[src/rtl/core/assert_macros.svh]
// Assertion helpers; bodies vanish for synthesis.
`ifndef ASSERT_MACROS_SVH
`define ASSERT_MACROS_SVH
`ifndef SYNTHESIS
// Same-cycle implication, checked on clk, off while rst_n is low.
`define MBSA_ASSERT_IMP(lbl, ante, cons, msg) \
  lbl: assert property (@(posedge clk) disable iff (!rst_n) (ante) |-> (cons)) else $error(msg);
// Next-cycle implication, checked on clk, off while rst_n is low.
`define MBSA_ASSERT_NXT(lbl, ante, cons, msg) \
  lbl: assert property (@(posedge clk) disable iff (!rst_n) (ante) |=> (cons)) else $error(msg);
`else
`define MBSA_ASSERT_IMP(lbl, ante, cons, msg)
`define MBSA_ASSERT_NXT(lbl, ante, cons, msg)
`endif
`endif

[src/rtl/core/mbsa_pkg.sv]
`default_nettype none
package mbsa_pkg;

  localparam logic [7:0] SYSEX_START = 8'hF0;
  localparam logic [7:0] SYSEX_END   = 8'hF7;

  // Command handed from the front to the back.
  typedef struct packed {
    logic        drain;   // 1: emit the buffered sysex run
    logic [23:0] word;
    logic [1:0]  len;
  } cmd_t;

  typedef struct packed {
    logic valid;
    cmd_t cmd;
  } cmd_push_t;

  // Message length from status bits 6:4; every Fx byte is one byte long.
  function automatic logic [1:0] status_length(input logic [2:0] hi);
    logic [1:0] len;
    case (hi)
      3'd4, 3'd5: len = 2'd2;
      3'd7:       len = 2'd1;
      default:    len = 2'd3;
    endcase
    return len;
  endfunction

endpackage
`default_nettype wire

[src/rtl/core/mbsa_ram.sv]
`default_nettype none
module mbsa_ram #(
  parameter int WIDTH = 8,
  parameter int DEPTH = 64
) (
  input  wire logic                     clk,
  input  wire logic                     wr_en,
  input  wire logic [$clog2(DEPTH)-1:0] wr_addr,
  input  wire logic [WIDTH-1:0]         wr_data,
  input  wire logic                     rd_en,
  input  wire logic [$clog2(DEPTH)-1:0] rd_addr,
  output      logic [WIDTH-1:0]         rd_data
);

  logic [WIDTH-1:0] mem_r [DEPTH];
  logic [WIDTH-1:0] rd_data_r;

  always_ff @(posedge clk) begin
    if (wr_en) begin
      mem_r[wr_addr] <= wr_data;
    end
    if (rd_en) begin
      rd_data_r <= mem_r[rd_addr];
    end
  end

  assign rd_data = rd_data_r;

endmodule
`default_nettype wire

[src/rtl/core/mbsa_front.sv]
`default_nettype none
module mbsa_front import mbsa_pkg::*; #(
  parameter int SYSEX_CAPACITY = 64
) (
  input  wire logic                                clk,
  input  wire logic                                rst_n,
  input  wire logic                                in_valid,
  output      logic                                in_stall,
  input  wire logic [7:0]                          in_byte,
  output      logic                                wr_en,
  output      logic [$clog2(SYSEX_CAPACITY)-1:0]   wr_addr,
  output      logic [7:0]                          wr_data,
  output      cmd_push_t                           push,
  input  wire logic                                q_full,
  output      logic [$clog2(SYSEX_CAPACITY+1)-1:0] run_len,
  input  wire logic                                drain_done
);

  localparam int CW = $clog2(SYSEX_CAPACITY + 1);
  localparam int AW = $clog2(SYSEX_CAPACITY);

  logic [CW-1:0] pos_r, pos_nxt, pos_a;
  logic [1:0]    exp_r, exp_nxt, exp_a;
  logic [23:0]   word_r, word_nxt, word_a, lane;
  logic          sysex_r, sysex_nxt, sysex_a;
  logic          done_r, done_nxt, done_a;
  logic          busy_r, busy_nxt;
  logic          restart, accept;

  // Hold input while the queue is full or a sysex run is still draining.
  assign in_stall = q_full || busy_r;
  assign accept   = in_valid && !in_stall;

  always_comb begin
    restart = in_byte[7] && !(in_byte == SYSEX_END && sysex_r);
    pos_a   = restart ? '0 : pos_r;
    exp_a   = restart ? status_length(in_byte[6:4]) : exp_r;
    word_a  = restart ? '0 : word_r;
    done_a  = restart ? 1'b0 : done_r;
    sysex_a = sysex_r || (restart && in_byte == SYSEX_START);

    pos_nxt   = pos_r;
    exp_nxt   = exp_r;
    word_nxt  = word_r;
    done_nxt  = done_r;
    sysex_nxt = sysex_r;
    busy_nxt  = busy_r;
    wr_en     = 1'b0;
    push      = '0;
    lane      = '0;

    if (accept) begin
      pos_nxt   = pos_a;
      exp_nxt   = exp_a;
      word_nxt  = word_a;
      done_nxt  = done_a;
      sysex_nxt = sysex_a;
      if (sysex_a) begin
        if (pos_a < CW'(SYSEX_CAPACITY)) begin
          wr_en   = 1'b1;
          pos_nxt = pos_a + 1'b1;
        end
        // Drain on end of sysex or a full buffer.
        if (in_byte == SYSEX_END || pos_nxt >= CW'(SYSEX_CAPACITY)) begin
          sysex_nxt      = 1'b0;
          push.valid     = 1'b1;
          push.cmd.drain = 1'b1;
          busy_nxt       = 1'b1;
        end
      end else if (exp_a != 2'd0 && !done_a && pos_a < CW'(3)) begin
        case (pos_a[1:0])
          2'd0:    lane = {16'h0000, in_byte};
          2'd1:    lane = {8'h00, in_byte, 8'h00};
          default: lane = {in_byte, 16'h0000};
        endcase
        word_nxt = word_a | lane;
        pos_nxt  = pos_a + 1'b1;
        if (pos_nxt == CW'(exp_a)) begin
          done_nxt      = 1'b1;
          push.valid    = 1'b1;
          push.cmd.word = word_nxt;
          push.cmd.len  = exp_a;
        end
      end
    end

    if (drain_done) begin
      busy_nxt = 1'b0;
    end
  end

  assign wr_addr = pos_a[AW-1:0];
  assign wr_data = in_byte;
  // Position holds while the run drains, so it doubles as the run length.
  assign run_len = pos_r;

  always_ff @(posedge clk) begin
    if (!rst_n) begin
      pos_r   <= '0;
      exp_r   <= '0;
      word_r  <= '0;
      sysex_r <= 1'b0;
      done_r  <= 1'b0;
      busy_r  <= 1'b0;
    end else begin
      pos_r   <= pos_nxt;
      exp_r   <= exp_nxt;
      word_r  <= word_nxt;
      sysex_r <= sysex_nxt;
      done_r  <= done_nxt;
      busy_r  <= busy_nxt;
    end
  end

endmodule
`default_nettype wire

[src/rtl/core/mbsa_queue.sv]
`default_nettype none
module mbsa_queue import mbsa_pkg::*; (
  input  wire logic      clk,
  input  wire logic      rst_n,
  input  wire cmd_push_t push,
  output      logic      full,
  input  wire logic      pop,
  output      logic      empty,
  output      cmd_t      head
);

  cmd_t       entry_r [2];
  logic       wr_ptr_r, rd_ptr_r;
  logic [1:0] count_r, count_nxt;

  assign full  = (count_r == 2'd2);
  assign empty = (count_r == 2'd0);
  assign head  = entry_r[rd_ptr_r];

  always_comb begin
    count_nxt = count_r;
    if (push.valid && !pop) begin
      count_nxt = count_r + 2'd1;
    end else if (pop && !push.valid) begin
      count_nxt = count_r - 2'd1;
    end
  end

  always_ff @(posedge clk) begin
    if (push.valid) begin
      entry_r[wr_ptr_r] <= push.cmd;
    end
  end

  always_ff @(posedge clk) begin
    if (!rst_n) begin
      wr_ptr_r <= 1'b0;
      rd_ptr_r <= 1'b0;
      count_r  <= '0;
    end else begin
      count_r <= count_nxt;
      if (push.valid) begin
        wr_ptr_r <= !wr_ptr_r;
      end
      if (pop) begin
        rd_ptr_r <= !rd_ptr_r;
      end
    end
  end

endmodule
`default_nettype wire

[src/rtl/core/mbsa_back.sv]
`default_nettype none
`include "assert_macros.svh"
module mbsa_back import mbsa_pkg::*; #(
  parameter int SYSEX_CAPACITY = 64
) (
  input  wire logic                                clk,
  input  wire logic                                rst_n,
  input  wire logic                                q_empty,
  input  wire cmd_t                                q_head,
  output      logic                                q_pop,
  input  wire logic [$clog2(SYSEX_CAPACITY+1)-1:0] run_len,
  output      logic                                rd_en,
  output      logic [$clog2(SYSEX_CAPACITY)-1:0]   rd_addr,
  input  wire logic [7:0]                          rd_data,
  output      logic                                drain_done,
  output      logic                                out_valid,
  input  wire logic                                out_stall,
  output      logic                                out_kind,
  output      logic [23:0]                         out_short_word,
  output      logic [1:0]                          out_short_length,
  output      logic [7:0]                          out_sysex_value,
  output      logic                                out_last_of_run
);

  localparam int CW = $clog2(SYSEX_CAPACITY + 1);
  localparam int AW = $clog2(SYSEX_CAPACITY);

  typedef enum logic [2:0] {
    ST_IDLE = 3'b001,
    ST_READ = 3'b010,
    ST_EMIT = 3'b100
  } state_t;

  state_t        state_r, state_nxt;
  logic [CW-1:0] idx_r, idx_nxt, idx_inc;
  logic          out_valid_r, out_valid_nxt;
  logic          out_kind_r, out_last_r;
  logic [23:0]   out_word_r;
  logic [1:0]    out_len_r;
  logic [7:0]    out_sx_r;
  logic          out_free, load_short, load_sysex, emit_last;

  assign out_free = !out_valid_r || !out_stall;
  assign idx_inc  = idx_r + 1'b1;
  assign emit_last = (idx_inc == run_len);
  assign rd_addr  = idx_r[AW-1:0];

  always_comb begin
    state_nxt     = state_r;
    idx_nxt       = idx_r;
    q_pop         = 1'b0;
    rd_en         = 1'b0;
    drain_done    = 1'b0;
    load_short    = 1'b0;
    load_sysex    = 1'b0;
    out_valid_nxt = out_valid_r && out_stall;
    case (state_r)
      ST_IDLE: begin
        if (!q_empty && out_free) begin
          q_pop = 1'b1;
          if (q_head.drain) begin
            idx_nxt   = '0;
            state_nxt = ST_READ;
          end else begin
            load_short    = 1'b1;
            out_valid_nxt = 1'b1;
          end
        end
      end
      ST_READ: begin
        rd_en     = 1'b1;
        state_nxt = ST_EMIT;
      end
      ST_EMIT: begin
        if (out_free) begin
          load_sysex    = 1'b1;
          out_valid_nxt = 1'b1;
          if (emit_last) begin
            drain_done = 1'b1;
            state_nxt  = ST_IDLE;
          end else begin
            idx_nxt   = idx_inc;
            state_nxt = ST_READ;
          end
        end
      end
      default: begin
        state_nxt = ST_IDLE;
      end
    endcase
  end

  always_ff @(posedge clk) begin
    if (load_short) begin
      out_kind_r <= 1'b0;
      out_word_r <= q_head.word;
      out_len_r  <= q_head.len;
      out_sx_r   <= '0;
      out_last_r <= 1'b1;
    end else if (load_sysex) begin
      out_kind_r <= 1'b1;
      out_word_r <= '0;
      out_len_r  <= '0;
      out_sx_r   <= rd_data;
      out_last_r <= emit_last;
    end
  end

  always_ff @(posedge clk) begin
    if (!rst_n) begin
      state_r     <= ST_IDLE;
      idx_r       <= '0;
      out_valid_r <= 1'b0;
    end else begin
      state_r     <= state_nxt;
      idx_r       <= idx_nxt;
      out_valid_r <= out_valid_nxt;
    end
  end

  assign out_valid        = out_valid_r;
  assign out_kind         = out_kind_r;
  assign out_short_word   = out_word_r;
  assign out_short_length = out_len_r;
  assign out_sysex_value  = out_sx_r;
  assign out_last_of_run  = out_last_r;

  `MBSA_ASSERT_IMP(a_pop_nonempty, q_pop, !q_empty, "pop from empty command queue")
  `MBSA_ASSERT_IMP(a_short_whole, out_valid_r && !out_kind_r, out_last_r && out_len_r != 2'd0, "short word not marked as whole run")
  `MBSA_ASSERT_NXT(a_drain_end, drain_done, state_r == ST_IDLE && out_valid_r && out_kind_r && out_last_r, "run end not shown on output")

endmodule
`default_nettype wire

[src/rtl/core/midi_byte_stream_assembler_top.sv]
`default_nettype none
// MIDI byte stream assembler. Each input word is one raw MIDI byte; a byte with
// bit 7 set is a status byte and restarts assembly. Short messages (length from
// status bits 6:4: 3,3,3,3,2,2,3,1, so every Fx byte stands alone) come out as
// one word with kind = 0, status in short_word[7:0] and data bytes above it,
// last_of_run = 1. Data bytes past the message length are dropped until the next
// status byte (no running status). F0 opens a sysex run: bytes go into an
// on-chip buffer of SYSEX_CAPACITY entries, and on F7 or a full buffer the whole
// run comes out one byte per word with kind = 1, last_of_run set on its final
// byte. A status byte other than F7 inside sysex restarts the buffer with that
// byte first. Rate: a short-message byte is taken every cycle while the
// two-entry command queue between the parsing front and the output back has
// room and no sysex run is draining. A sysex run is read back from the buffer's
// single registered read port a byte at a time, via a read state and then an
// emit state; input stalls from the cycle after the closing byte until the run's
// last byte is loaded into the output register. No clearing pass after reset.
module midi_byte_stream_assembler_top import mbsa_pkg::*; #(
  parameter int SYSEX_CAPACITY = 64
) (
  input  wire logic        clk,
  input  wire logic        rst_n,
  input  wire logic        in_valid,
  output      logic        in_stall,
  input  wire logic [7:0]  in_byte,
  output      logic        out_valid,
  input  wire logic        out_stall,
  output      logic        out_kind,
  output      logic [23:0] out_short_word,
  output      logic [1:0]  out_short_length,
  output      logic [7:0]  out_sysex_value,
  output      logic        out_last_of_run
);

  localparam int CW = $clog2(SYSEX_CAPACITY + 1);
  localparam int AW = $clog2(SYSEX_CAPACITY);

  // Buffer write side (front) and read side (back).
  logic          wr_en, rd_en;
  logic [AW-1:0] wr_addr, rd_addr;
  logic [7:0]    wr_data, rd_data;

  // Command queue between the two halves.
  cmd_push_t     push;
  cmd_t          q_head;
  logic          q_full, q_empty, q_pop;

  // Run length held by the front while the back drains the buffer.
  logic [CW-1:0] run_len;
  logic          drain_done;

  mbsa_front #(
    .SYSEX_CAPACITY(SYSEX_CAPACITY)
  ) u_front (
    .clk       (clk),
    .rst_n     (rst_n),
    .in_valid  (in_valid),
    .in_stall  (in_stall),
    .in_byte   (in_byte),
    .wr_en     (wr_en),
    .wr_addr   (wr_addr),
    .wr_data   (wr_data),
    .push      (push),
    .q_full    (q_full),
    .run_len   (run_len),
    .drain_done(drain_done)
  );

  mbsa_ram #(
    .WIDTH(8),
    .DEPTH(SYSEX_CAPACITY)
  ) u_sysex_ram (
    .clk    (clk),
    .wr_en  (wr_en),
    .wr_addr(wr_addr),
    .wr_data(wr_data),
    .rd_en  (rd_en),
    .rd_addr(rd_addr),
    .rd_data(rd_data)
  );

  mbsa_queue u_queue (
    .clk  (clk),
    .rst_n(rst_n),
    .push (push),
    .full (q_full),
    .pop  (q_pop),
    .empty(q_empty),
    .head (q_head)
  );

  mbsa_back #(
    .SYSEX_CAPACITY(SYSEX_CAPACITY)
  ) u_back (
    .clk             (clk),
    .rst_n           (rst_n),
    .q_empty         (q_empty),
    .q_head          (q_head),
    .q_pop           (q_pop),
    .run_len         (run_len),
    .rd_en           (rd_en),
    .rd_addr         (rd_addr),
    .rd_data         (rd_data),
    .drain_done      (drain_done),
    .out_valid       (out_valid),
    .out_stall       (out_stall),
    .out_kind        (out_kind),
    .out_short_word  (out_short_word),
    .out_short_length(out_short_length),
    .out_sysex_value (out_sysex_value),
    .out_last_of_run (out_last_of_run)
  );

endmodule
`default_nettype wire
[config.mk]
export PLATFORM = sky130hd
export DESIGN_NAME = midi_byte_stream_assembler_top
export DESIGN_NICKNAME = d
export VERILOG_FILES = /design/src/rtl/core/mbsa_pkg.sv /design/src/rtl/core/mbsa_ram.sv /design/src/rtl/core/mbsa_front.sv /design/src/rtl/core/mbsa_queue.sv /design/src/rtl/core/mbsa_back.sv /design/src/rtl/core/midi_byte_stream_assembler_top.sv
export VERILOG_INCLUDE_DIRS = /design/src /design/src/rtl/core
export SDC_FILE = /design/constraint.sdc
export NUM_CORES = 1
export LEC_CHECK = 0
export BUFFER_PORTS_ARGS = -buffer_cell sky130_fd_sc_hd__buf_2
export CAP_MARGIN = 15
export CORE_UTILIZATION = 60
export CTS_BUF_LIST = sky130_fd_sc_hd__clkbuf_16
export DETAILED_ROUTE_END_ITERATION = 6
export GPL_TIMING_DRIVEN = 0
export PLACE_DENSITY = 0.77
export REMOVE_ABC_BUFFERS = 1
export SKIP_CTS_REPAIR_TIMING = 1
export SLEW_MARGIN = 20
export SYNTH_ARGS = -nofsm -noshare
export SYNTH_HDL_FRONTEND = slang
export SYNTH_SLANG_ARGS = --single-unit
[constraint.sdc]
create_clock -name clk -period 15.5 [get_ports clk]
set_clock_uncertainty 0.2 [all_clocks]
set_input_delay 1.55 -clock clk [delete_from_list [all_inputs] [get_ports clk]]
set_output_delay 1.55 -clock clk [all_outputs]
set_load 0.02 [all_outputs]
; ---- Word level (Yosys, flattened, before mapping)
; Memory sizes are Yosys's and may differ from the RTL's. A register that Yosys moved wholly into a read port is not among the register bits.
; Cells that the tools add are included.
; W data, S select, Z words.
[word_totals]
regBits = 87
latchBits = 0
mem_bits_rw = 566
rom_bits = 0
output_inout_bits = 38
wordCells = 149
n_memories = 2
[memory_table]
columns = memory, words, width, read_ports, rd_ports_with_merged_regs, wr, line_no
row1 = u_sysex_ram.mem_r, 64, 8, 1, 1, 1, mbsa_ram.sv:15  ; logic [WIDTH-1:0] mem_r [DEPTH];
row2 = u_queue.entry_r, 2, 27, 1, 1, 1, mbsa_queue.sv:12  ; cmd_t entry_r [2];
[op_classes]
add_sub_neg = 4
n_mul = 0
n_div = 0
n_lt_le_gt_ge = 3
eq_ne = 16
shifts = 0
mux = 70
bitwise_logic = 2
reduce_logical = 35
[ops]
columns = op, n
row1 = $mux W24, 8
row2 = $mux W26, 3
row3 = $mux W7, 10
row4 = $pmux W24 S2, 1
row5 = $mux W1, 33
row6 = $mux W28, 1
row7 = $or A24 B24 Y24, 1
row8 = $eq A8 B8 Y1 const B, 2
row9 = $add A7 B1 Y7 const B, 2
row10 = $mux W2, 7
row11 = $pmux W7 S2, 1
row12 = $eq A3 B3 Y1 const B, 4
row13 = $logic_and A1 B1 Y1, 10
row14 = $logic_not A1 Y1, 10
row15 = $mux W3, 3
row16 = $pmux W3 S3, 1
row17 = $reduce_bool A2 Y1, 4
row18 = $eq A7 B2 Y1, 1
row19 = $eq A7 B7 Y1, 1
row20 = $ge A7 B7 Y1 const B, 1
row21 = $lt A7 B2 Y1 const B, 1
row22 = $lt A7 B7 Y1 const B, 1
row23 = $reduce_and A3 Y1, 2
row24 = $reduce_and A5 Y1, 1
row25 = other kinds (14), 21

; ---- Logic depth before layout (Yosys ltp)
; Gate-level depths: netlist of run 1.
[logic_depth]
depth_word = 20
mapped_depth = 19
depth_no_buf = 15

; ---- Hierarchy
; A second synthesis of run 1 with hierarchy kept.
[unflattened]
hier_cells = 1530
area_unflattened_um2 = 26885.8
[modules_own_cells]
columns = mod, n_inst, cells_each, area_each_um2, seq_area_each_um2
row1 = mbsa_ram, 1, 940, 20246.9, 15615.0
row2 = mbsa_front, 1, 288, 2331.0, 720.7
row3 = mbsa_queue, 1, 106, 2164.6, 1721.7
row4 = mbsa_back, 1, 196, 2143.3, 1201.2

; ---- Worst setup path before layout of run 1
; Ideal clock, no wire load.
[synth_timing]
path_type = input -> register
startpoint = input in_byte[6]
endpoint = memory u_queue.entry_r[0][0] in the netlist's numbering (enable)
setup_ns = 0.420
t_arrival_ns = 5.862
required_time_ns = 14.880
setup_slack_ns = 9.018
cell_stages = 15
path_buffers = 4
path_cell_list = buf_2 -> nand4_4 -> o31ai_1 -> buf_2 -> buf_1 -> nand2_1 -> inv_1 -> ha_1 -> nand2_1 -> or3_1 -> ha_1 -> nor4_2 -> nand3b_4 -> buf_6 -> a21oi_1
[synth_between]
elab_chain_cells = 16
word_cells_on_any_way = 35
[synth_rtl]
columns = item, line_no
row1 = "start, declared", midi_byte_stream_assembler_top.sv:24  ; input wire logic [7:0] in_byte,
row2 = $eq A8 B8 Y1, "mbsa_front.sv:35, mbsa_front.sv:64"
row3 = $logic_and A1 B1 Y1, mbsa_front.sv:35  ; restart = in_byte[7] && !(in_byte == SYSEX_END && sysex_r);
row4 = $logic_not A1 Y1, mbsa_front.sv:35
row5 = $logic_and A1 B1 Y1, mbsa_front.sv:35
row6 = $mux W7, mbsa_front.sv:36  ; pos_a = restart ? '0 : pos_r;
row7 = $add A7 B1 Y7 or $lt A7 B7 Y1 (tied branches), "mbsa_front.sv:61, mbsa_front.sv:77, mbsa_front.sv:59"
row8 = $mux W7, mbsa_front.sv:59  ; if (pos_a < CW'(SYSEX_CAPACITY)) begin
row9 = $mux W7, mbsa_front.sv:58  ; if (sysex_a) begin
row10 = $mux W7, mbsa_front.sv:52  ; if (accept) begin
row11 = $ge A7 B7 Y1, mbsa_front.sv:64  ; if (in_byte == SYSEX_END || pos_nxt >= CW'(SYSEX_CAPACITY)) begin
row12 = $logic_or A1 B1 Y1, mbsa_front.sv:64
row13 = $mux W2, mbsa_front.sv:64
row14 = $mux W1 *, mbsa_front.sv:58
row15 = $mux W28 *, mbsa_front.sv:52
row16 = $mux W1 *, mbsa_queue.sv:30  ; if (push.valid) begin
row17 = $mux W1 (implied by the code) *, mbsa_queue.sv:31  ; entry_r[wr_ptr_r] <= push.cmd;
row18 = "end, declared", mbsa_queue.sv:12
; Every way passes the cells marked *; elsewhere a longest branch is shown, timed or not. The select of a mux whose other input is x is not followed.

; ---- Final worst setup path of run 1
[layout_timing]
startpoint = input in_byte[5]
endpoint = memory u_queue.entry_r[1][19] in the netlist's numbering (enable)
; The elaborated chain is that of the path after synthesis.

==> results_dict.tcl, run 1 <==
set metrics [dict create \
    cts_buffers 61 \
    antenna_left 0 \
    cp.depth 13 \
    path_buf_inv 3 \
    place.port_buffers 49 \
    path_clk_slew_ps 60 \
    cp-endpoint "u_queue.entry_r[1][19]" \
    hold_viol_final 0 \
    slowest_stage "o31ai_4" \
    htreeDepth 2 \
    grt-busiest-layer "met2" \
    tightest_slew_ps 1010 \
    io_pins 50 \
    drt_iter0_drc 1327 \
    cts_root_buf "clkbuf_16" \
    synth_flop_cell "edfxtp_1" \
    drive_above_1_share_pct 22.5 \
    synth_top_area_share_pct 68.6 \
    synth.avg_cell_area_um2 18.4 \
    cp.arrival_ps 6680 \
    grt_pass1_wl_mm 83.6 \
    wl_mm 54.6 \
    layout.nets 1488 \
    die_y_um 211 \
    rr_endpoint "u_queue.entry_r[1][19]" \
    holdWs_ps 254 \
    grt_max_degree 81 \
    fin_ws_ps 8940 \
    synth_warnings 0 \
    powerDensity_nw_per_um2 127 \
    synth_commonest_cells "edfxtp_1, mux4_2, nor2_1, nand2_1, dfxtp_1" \
    dp_slack_ps 8390 \
    fp.dieW_um 211 \
    syn_area_um2 26300 \
    critPathMaxFanout 74 \
    grt_util_met1_pct 35.3 \
    viasPerCell 6.39 \
    routabilityCongestion 0.854 \
    start_kind "input pin" \
    p_leak_nw 9.05 \
    clk_latency_ps 630 \
    netlist_top_cells_area "edfxtp_1, mux4_2, dfxtp_1" \
    outcome "finished, final reports clean" \
    gr-total-overflow 0 \
    met3_usage_pct 4.25 \
    track_usage_pct 25.5 \
    core_um2 43100 \
    drc 0 \
    reg2reg_depth 12 \
    clock-sinks 662 \
    synth-seq-cells 662 \
    fmax_mhz 153 \
    cts_tree "built" \
    hp-class "reg2reg" \
    synth_cell_types 67 \
    setup_violations 0 \
    num_vias 13500 \
    placedCellCount 1992 \
    layout_worst_path_cycle_share_pct 42.3 \
    regArea_um2 19300 \
    antenna_found_initial 0 \
    post-route-min-period_ps 6560 \
    final_cells 2106 \
    synthArstFlopShare_pct 0 \
    slew-limit-headroom_pct 32.6 \
    cp-startpoint "in_byte[5]" \
    ys_seq_area_share_pct 73.3 \
    netlist.top_cell.by_area "edfxtp_1" \
    rsz0062_at_grt "false" \
    slew_violations 0 \
    crit_chain "buf_4, nand4_4, o31ai_4, nand2_1, clkinv_1, ha_1, nand2_1, or3_1, ha_1, nor4_2, nand3b_4, a21boi_4, buf_16" \
    grt_pass1_vias 13700 \
    synth_edf_count 600 \
    endpoint_kind "flop" \
    diodes 0 \
    num-fill-cells 2664 \
    place_hpwl_mm 31.5 \
    multi_input_area_um2 6650 \
    start_util_pct 61.0 \
    rows 76 \
    r2r_setup_slack_ps 10360 \
    drtPass1Iterations 5 \
    cp.required_ps 15620 \
    die_area_um2 44600 \
    reg2reg_from "u_front.sysex_r" \
    max-cap-violations 0 \
    syn_inst 1427 \
    crit_family "simple AND/OR/NAND/NOR gates" \
    use_met2_pct 41.8 \
    wl_per_cell_um 25.9 \
    synth.most_common_cell "edfxtp_1" \
    tns_ps 0 \
    cts_max_path_buffers 3 \
    slowest_delay_ps 790 \
    syn2layout_area_growth_pct 11.1 \
    irDropWorstVdd_mv 0.0912 \
    critPathKind "in2reg" \
]
==> cell type report <==
type / instances / share of cell area, %
clock buffers: 63 / 5.41
clock inverters: 51 / 1.09
inverters: 15 / 0.202
multi-input cells: 667 / 22.8
flip-flops and latches: 662 / 66.1
well taps: 585 / 2.51
repair buffers: 63 / 1.91
==> where the power goes <==
part	internal, mW	switching (mW)	leakage (nW)
Sequential	1.99	0.0240	5.93
Combinational	0.0811	0.177	2.12
Clock	0.795	0.624	1.01
Total	2.87	0.825	9.05
==> routing by layer <==
layer	up-vias	share of wire (%)
li1	5836	-
met1	6866	40
met2	654	50
met3	110	7.6
met4	0	2.8
met5	-	0
==> per-stage QoR <==
| stage | util, % | cell area, um2 | total power [mW] |
|---|---|---|---|
| detailed placement | 63.3 | 27300 | 2.31 |
| floorplan | - | 25900 | 2.21 |
| global placement | 62.4 | 26900 | 2.30 |
| CTS | 67.7 | 29200 | 3.71 |
| finish | 67.7 | 29200 | 3.69 |
| global route | 67.7 | 29200 | 3.81 |
==> flip-flops by register name, summed over array words and instances, names as in the netlist, named ones only <==
name                     flops
u_back.out_sysex_value       8
u_back.out_short_word       24
u_front.run_len              7
u_queue.entry_r             54
u_sysex_ram.rd_data          8
u_front.word_r              24
u_front.done_r               1
u_back.idx_r                 7
u_front.sysex_r              1
u_queue.rd_ptr_r             1
u_back.out_short_length      2
u_back.out_kind              1
u_sysex_ram.mem_r          512
u_back.out_last_of_run       1
u_back.out_valid             1
u_front.busy_r               1
u_front.exp_r                2
u_queue.wr_ptr_r             1
u_back.state_r               3
u_queue.count_r              2
==> kinds of logic after synthesis <==
group           after synthesis  share of synthesized area [%]
flops                       662                           73.3
simple gates                307                           5.55
mux                         190                           14.9
compound gates              150                           3.93
buf+inv                      98                           1.54
xor+xnor                     14                          0.467
fa+ha+maj                     6                          0.286
==> worst min-delay path by stage <==
stage / from / end / cells after the start
finish: u_front.word_r[5] / u_front.word_r[5] / 2
detailed placement: u_front.word_r[5] / u_front.word_r[5] / 2
global route: u_front.word_r[0] / u_front.word_r[0] / 2
global placement: u_front.word_r[5] / u_front.word_r[5] / 2
floorplan: u_front.word_r[0] / u_front.word_r[0] / 2
CTS: u_front.word_r[5] / u_front.word_r[5] / 2
==> worst register-to-register path: stages, from the launching register on <==
cell and delay (ps):
dfxtp_1 430, nand4_4 170, o31ai_4 720, nand2_1 220, clkinv_1 220, ha_1 320, nand2_1 100, or3_1 350
ha_1 330, nor4_2 540, nand3b_4 460, a21boi_4 560, buf_16 230
==> cell usage in the layout, fill, tap and decap left out, types with 4 or more instances in the layout <==
master and instances:
a32oi_1 17, buf_2 44, o21ai_0 18, buf_4 8
clkbuf_16 63, bufinv_16 4, clkinv_1 15, nor3_1 11
nor2b_1 7, xor2_1 7, nor2_1 150, inv_1 34
nor3_2 11, mux4_2 160, xnor2_1 7, clkinv_2 6
o22ai_1 4, nor4_1 5, o211ai_1 7, nand3_1 13
ha_1 6, or3_1 6, and3_1 4, nand2_1 70
nand2b_1 7, a21oi_1 42, edfxtp_1 600, mux2i_1 28
dfxtp_1 58, buf_16 8, a22oi_1 33
No activity file was read; power rests on OpenSTA's default activity.
==> inputs of run 2 (changes only) <==
--- a/config.mk
+++ b/config.mk
@@ -8,11 +8,11 @@
 export LEC_CHECK = 0
 export BUFFER_PORTS_ARGS = -buffer_cell sky130_fd_sc_hd__buf_2
 export CAP_MARGIN = 15
-export CORE_UTILIZATION = 60
+export CORE_UTILIZATION = 56
 export CTS_BUF_LIST = sky130_fd_sc_hd__clkbuf_16
 export DETAILED_ROUTE_END_ITERATION = 6
 export GPL_TIMING_DRIVEN = 0
-export PLACE_DENSITY = 0.77
+export PLACE_DENSITY = 0.75
 export REMOVE_ABC_BUFFERS = 1
 export SKIP_CTS_REPAIR_TIMING = 1
 export SLEW_MARGIN = 20
==> constraint.sdc (replaced) <==
create_clock -name clk -period 5.9 [get_ports clk]
set_clock_uncertainty 0.2 [all_clocks]
set_input_delay 0.59 -clock clk [delete_from_list [all_inputs] [get_ports clk]]
set_output_delay 0.59 -clock clk [all_outputs]
set_load 0.02 [all_outputs]
==> results_dict.tcl, run 2 (synthesized netlist as in run 1, its figures left out) <==
set metrics [dict create \
    fp.dieW_um 219 \
    largest_register_ff_count 512 \
    critPathMaxFanout 74 \
    post-route-min-period_ps 5210 \
    setup_violations 0 \
    cp.arrival_ps 5520 \
    wl_per_cell_um 26.0 \
    antenna_found_initial 0 \
    p_clk_share_pct 41.0 \
    track_usage_pct 24.1 \
    power.total_mw 10.2 \
    critPathKind "in2reg" \
    gr-total-overflow 0 \
    hold_viol_final 0 \
    max-cap-violations 0 \
    cts_max_path_buffers 3 \
    hp-class "in2reg" \
    viasPerCell 6.40 \
    routabilityCongestion 0.844 \
    internal_power_mw 7.89 \
    clock-sinks 662 \
    layout.nets 1499 \
    io_pins 50 \
    cts_root_buf "clkbuf_16" \
    outcome "finished, final reports clean" \
    layout_commonest_cell "edfxtp_1" \
    die_area_um2 47800 \
    layout_worst_path_cycle_share_pct 88.4 \
    die_y_um 219 \
    core_um2 45800 \
    place_hpwl_mm 32.3 \
    start_util_pct 57.4 \
    drc 0 \
    power_frac_comb_pct 6.9 \
    cp.required_ps 6210 \
    top_register "u_sysex_ram.mem_r" \
    rr_endpoint "u_queue.count_r[1]" \
    drt_iter0_drc 1367 \
    drtPass1Iterations 5 \
    grt_max_degree 81 \
    reg2reg_depth 12 \
    irDropWorstVdd_mv 0.283 \
    rows 78 \
    slew-limit-headroom_pct 32.4 \
    path_clk_slew_ps 60 \
    seqPwrFrac_pct 52.1 \
    cts_buffers 66 \
    r2r_setup_slack_ps 1090 \
    place.port_buffers 49 \
    slew_violations 0 \
    diodes 0 \
    reg_top3 "u_sysex_ram.mem_r (512), u_queue.entry_r (54)" \
    start_kind "input pin" \
    syn2layout_area_growth_pct 12.4 \
    reg2reg_from "u_front.run_len[1]" \
    endpoint_kind "flop" \
    wl_mm 55.5 \
    rsz0062_at_grt "false" \
    drive_above_1_share_pct 23.9 \
    p_sw_mw 2.27 \
    tns_ps 0 \
    tightest_slew_ps 1010 \
    fmax_mhz 192 \
    switching_share_pct 22.4 \
    num_vias 13600 \
    grt_pass1_vias 13700 \
    antenna_left 0 \
    htreeDepth 3 \
    num-fill-cells 2983 \
    clk_latency_ps 580 \
    mostFrequentLayoutCells "edfxtp_1, mux4_2, nor2_1" \
    powerDensity_nw_per_um2 344 \
    cp-endpoint "u_queue.count_r[1]" \
    cp-startpoint "in_byte[5]" \
    cts_tree "built" \
    grt_pass1_wl_mm 84.6 \
    p_leak_nw 9.18 \
]
run 2: changes by cell type in the layout (fill, tap and decap cells not counted), sizes merged:
cell | previous run | this run
inv | 38 | 30
bufinv | 4 | 6
clkinvlp | 2 | 5
buf | 63 | 69
clkbuf | 63 | 71
run 2: how the worst min path moves through the flow:
stage / to / startpoint / slack, ps / cells after the start
3_5_place_dp: u_front.word_r[7] / u_front.word_r[7] / 240 / 2
2_1_floorplan: u_front.word_r[0] / u_front.word_r[0] / 230 / 2
5_1_grt: u_front.exp_r[0] / rst_n / 150 / 2
3_3_place_gp: u_front.word_r[4] / u_front.word_r[4] / 240 / 2
4_1_cts: u_front.exp_r[1] / rst_n / 120 / 3
6_report: u_front.exp_r[0] / rst_n / 160 / 2
run 2: critical path: stages:
cell      delay [ps]
buf_4            610
nand4_4          340
o31ai_4          340
buf_4            220
nand2_1           90
inv_1            110
ha_1             300
nand2_1          100
or3_1            340
ha_1             340
nor4_2           580
nand3b_4         450
nand2_1          210
ha_1             290
or3_1            370
a21oi_1          150
run 2: metal layers:
| layer | wire, um | global-route usage [%] |
|---|---|---|
| met5 | 0 | 0 |
| met4 | 1390 | 8.18 |
| met3 | 4100 | 4.05 |
| met2 | 27500 | 38.6 |
| met1 | 22500 | 33.9 |
run 2: power by group through the flow:
stage	combinational, mW	sequential (mW)	clock [mW]
detailed placement	0.687	5.40	0
global route	0.765	5.31	4.40
CTS	0.698	5.30	4.22
floorplan	0.360	5.46	0
global placement	0.603	5.43	0
finish	0.696	5.30	4.17
run 2: metrics by stage:
stage	hold WS, ps	setup WS (ps)	instance area (um2)	instances	utilization [%]
after floorplan	232	-1800	25900	1344	-
after global routing	148	378	29500	2132	64.5
after global placement	239	-4680	26900	1993	58.8
final	156	685	29500	2132	64.5
after detailed placement	245	-261	27300	2008	59.7
after CTS	118	272	29500	2127	64.4
run 2: final cells by class:
class / count / area (um2) / area share, %
Tap cell: 600 / 751 / 2.54
Inverter: 15 / 58.8 / 0.199
Clock inverter: 48 / 388 / 1.31
Timing Repair Buffer: 69 / 618 / 2.09
Sequential cell: 662 / 19300 / 65.3
Clock buffer: 71 / 1780 / 6.02
Multi-Input combinational cell: 667 / 6650 / 22.5
==> inputs of run 3 (changes only) <==
--- a/config.mk
+++ b/config.mk
@@ -12,7 +12,7 @@
 export CTS_BUF_LIST = sky130_fd_sc_hd__clkbuf_16
 export DETAILED_ROUTE_END_ITERATION = 6
 export GPL_TIMING_DRIVEN = 0
-export PLACE_DENSITY = 0.75
+export PLACE_DENSITY = 0.76
 export REMOVE_ABC_BUFFERS = 1
 export SKIP_CTS_REPAIR_TIMING = 1
 export SLEW_MARGIN = 20
==> results_dict.tcl, run 3 (synthesized netlist as in run 1, its figures left out) <==
set metrics [dict create \
    outcome "finished, final reports clean" \
    rows 78 \
    io_pins 50 \
    placedCellCount 2008 \
    slew_violations 0 \
    grt_pass1_vias 13500 \
    layout.nets 1488 \
    cp-startpoint "in_byte[7]" \
    max-cap-violations 0 \
    num_vias 13400 \
    setup_violations 0 \
    clock-sinks 662 \
    cp-endpoint "u_queue.count_r[1]" \
    viasPerCell 6.31 \
    hold_viol_final 0 \
    syn2layout_area_growth_pct 11.0 \
    mostFrequentLayoutCells "edfxtp_1, mux4_2, nor2_1" \
    top_register "u_sysex_ram.mem_r" \
    largest_register_ff_count 512 \
    critPathKind "in2reg" \
    rsz0062_at_grt "false" \
    fp.dieW_um 219 \
    drc 0 \
    reg2reg_from "u_front.sysex_r" \
    tns_ps 0 \
    wl_per_cell_um 25.3 \
    path_clk_slew_ps 60 \
    core_um2 45800 \
    final_util_pct 63.6 \
    antenna_found_initial 0 \
    htreeDepth 2 \
    reg2reg_depth 14 \
    cp.arrival_ps 5860 \
    grt_pass1_wl_mm 83.0 \
    power.total_mw 9.64 \
    diodes 0 \
    start_kind "input pin" \
    start_util_pct 57.4 \
    wl_mm 53.6 \
    r2r_setup_slack_ps 830 \
    drive_above_1_share_pct 22.3 \
    p_leak_nw 9.01 \
    die_y_um 219 \
    fmax_mhz 182 \
    hp-class "in2reg" \
    layout_commonest_cell "edfxtp_1" \
    cts_root_buf "clkbuf_16" \
    cts_tree "built" \
    rr_endpoint "u_queue.count_r[1]" \
    slew-limit-headroom_pct 30.1 \
    drtPass1Iterations 5 \
    drt_iter0_drc 1456 \
    irDropWorstVdd_mv 0.279 \
    final_cells 2118 \
    powerDensity_nw_per_um2 331 \
    grt_max_degree 81 \
    gr-total-overflow 0 \
    reg_top3 "u_sysex_ram.mem_r (512), u_queue.entry_r (54)" \
    track_usage_pct 23.4 \
    clk_latency_ps 640 \
    place.port_buffers 49 \
    routabilityCongestion 0.806 \
    cts_max_path_buffers 3 \
    layout_worst_path_cycle_share_pct 93.4 \
    cp.required_ps 6250 \
    die_area_um2 47800 \
    holdWs_ps 108 \
    place_hpwl_mm 32.3 \
    critPathMaxFanout 79 \
    tightest_slew_ps 1040 \
    endpoint_kind "flop" \
    antenna_left 0 \
    post-route-min-period_ps 5510 \
    cts_buffers 60 \
]
==> run 3: layout make-up <==
type	count	area (um2)
sequential	662	19300
fill	2997	16600
multi-input combinational	667	6650
clock buffer	60	1500
tap	600	751
timing repair buffer	64	561
clock inverter	50	342
inverter	15	58.8
==> run 3: layer usage <==
layer	part of all wire, %	GRT usage, %
met4	2.6	6.95
met3	6.7	4.24
met2	50	38.2
met1	41	32.4
met5	0	0
==> run 3: worst min-delay path by stage <==
stage | depth (start not counted) | end | slack (ps) | from
floorplan | 2 | u_front.word_r[0] | 230 | u_front.word_r[0]
detailed placement | 2 | u_front.word_r[6] | 250 | u_front.word_r[6]
CTS | 3 | u_front.exp_r[1] | 70 | rst_n
global placement | 2 | u_front.word_r[4] | 240 | u_front.word_r[4]
global route | 2 | u_front.exp_r[0] | 90 | rst_n
finish | 3 | u_front.exp_r[1] | 110 | rst_n
==> run 3: where the power goes <==
group	switching, mW	total, mW	internal, mW
sequential	0.0600	5.30	5.24
combinational	0.473	0.686	0.213
clock	1.64	3.65	2.01
total	2.18	9.64	7.46
==> run 3: critical path, stage by stage <==
cell and delay, ps:
buf_4 640, nand4_4 310, o31ai_4 750, nand2_1 210, clkinv_1 210, ha_1 310, nand2_1 100, or3_1 340
ha_1 340, nor4_2 520, nand3b_4 450, nand2_1 230, ha_1 290, or3_1 350, a21oi_1 150
==> run 3: stage by stage <==
step                      worst slack, ps  area [um2]
after floorplan                     -1800       25900
after global placement              -4520       26900
after detailed placement             -231       27300
after CTS                             426       29100
after global routing                 39.8       29100
final                                 392       29100
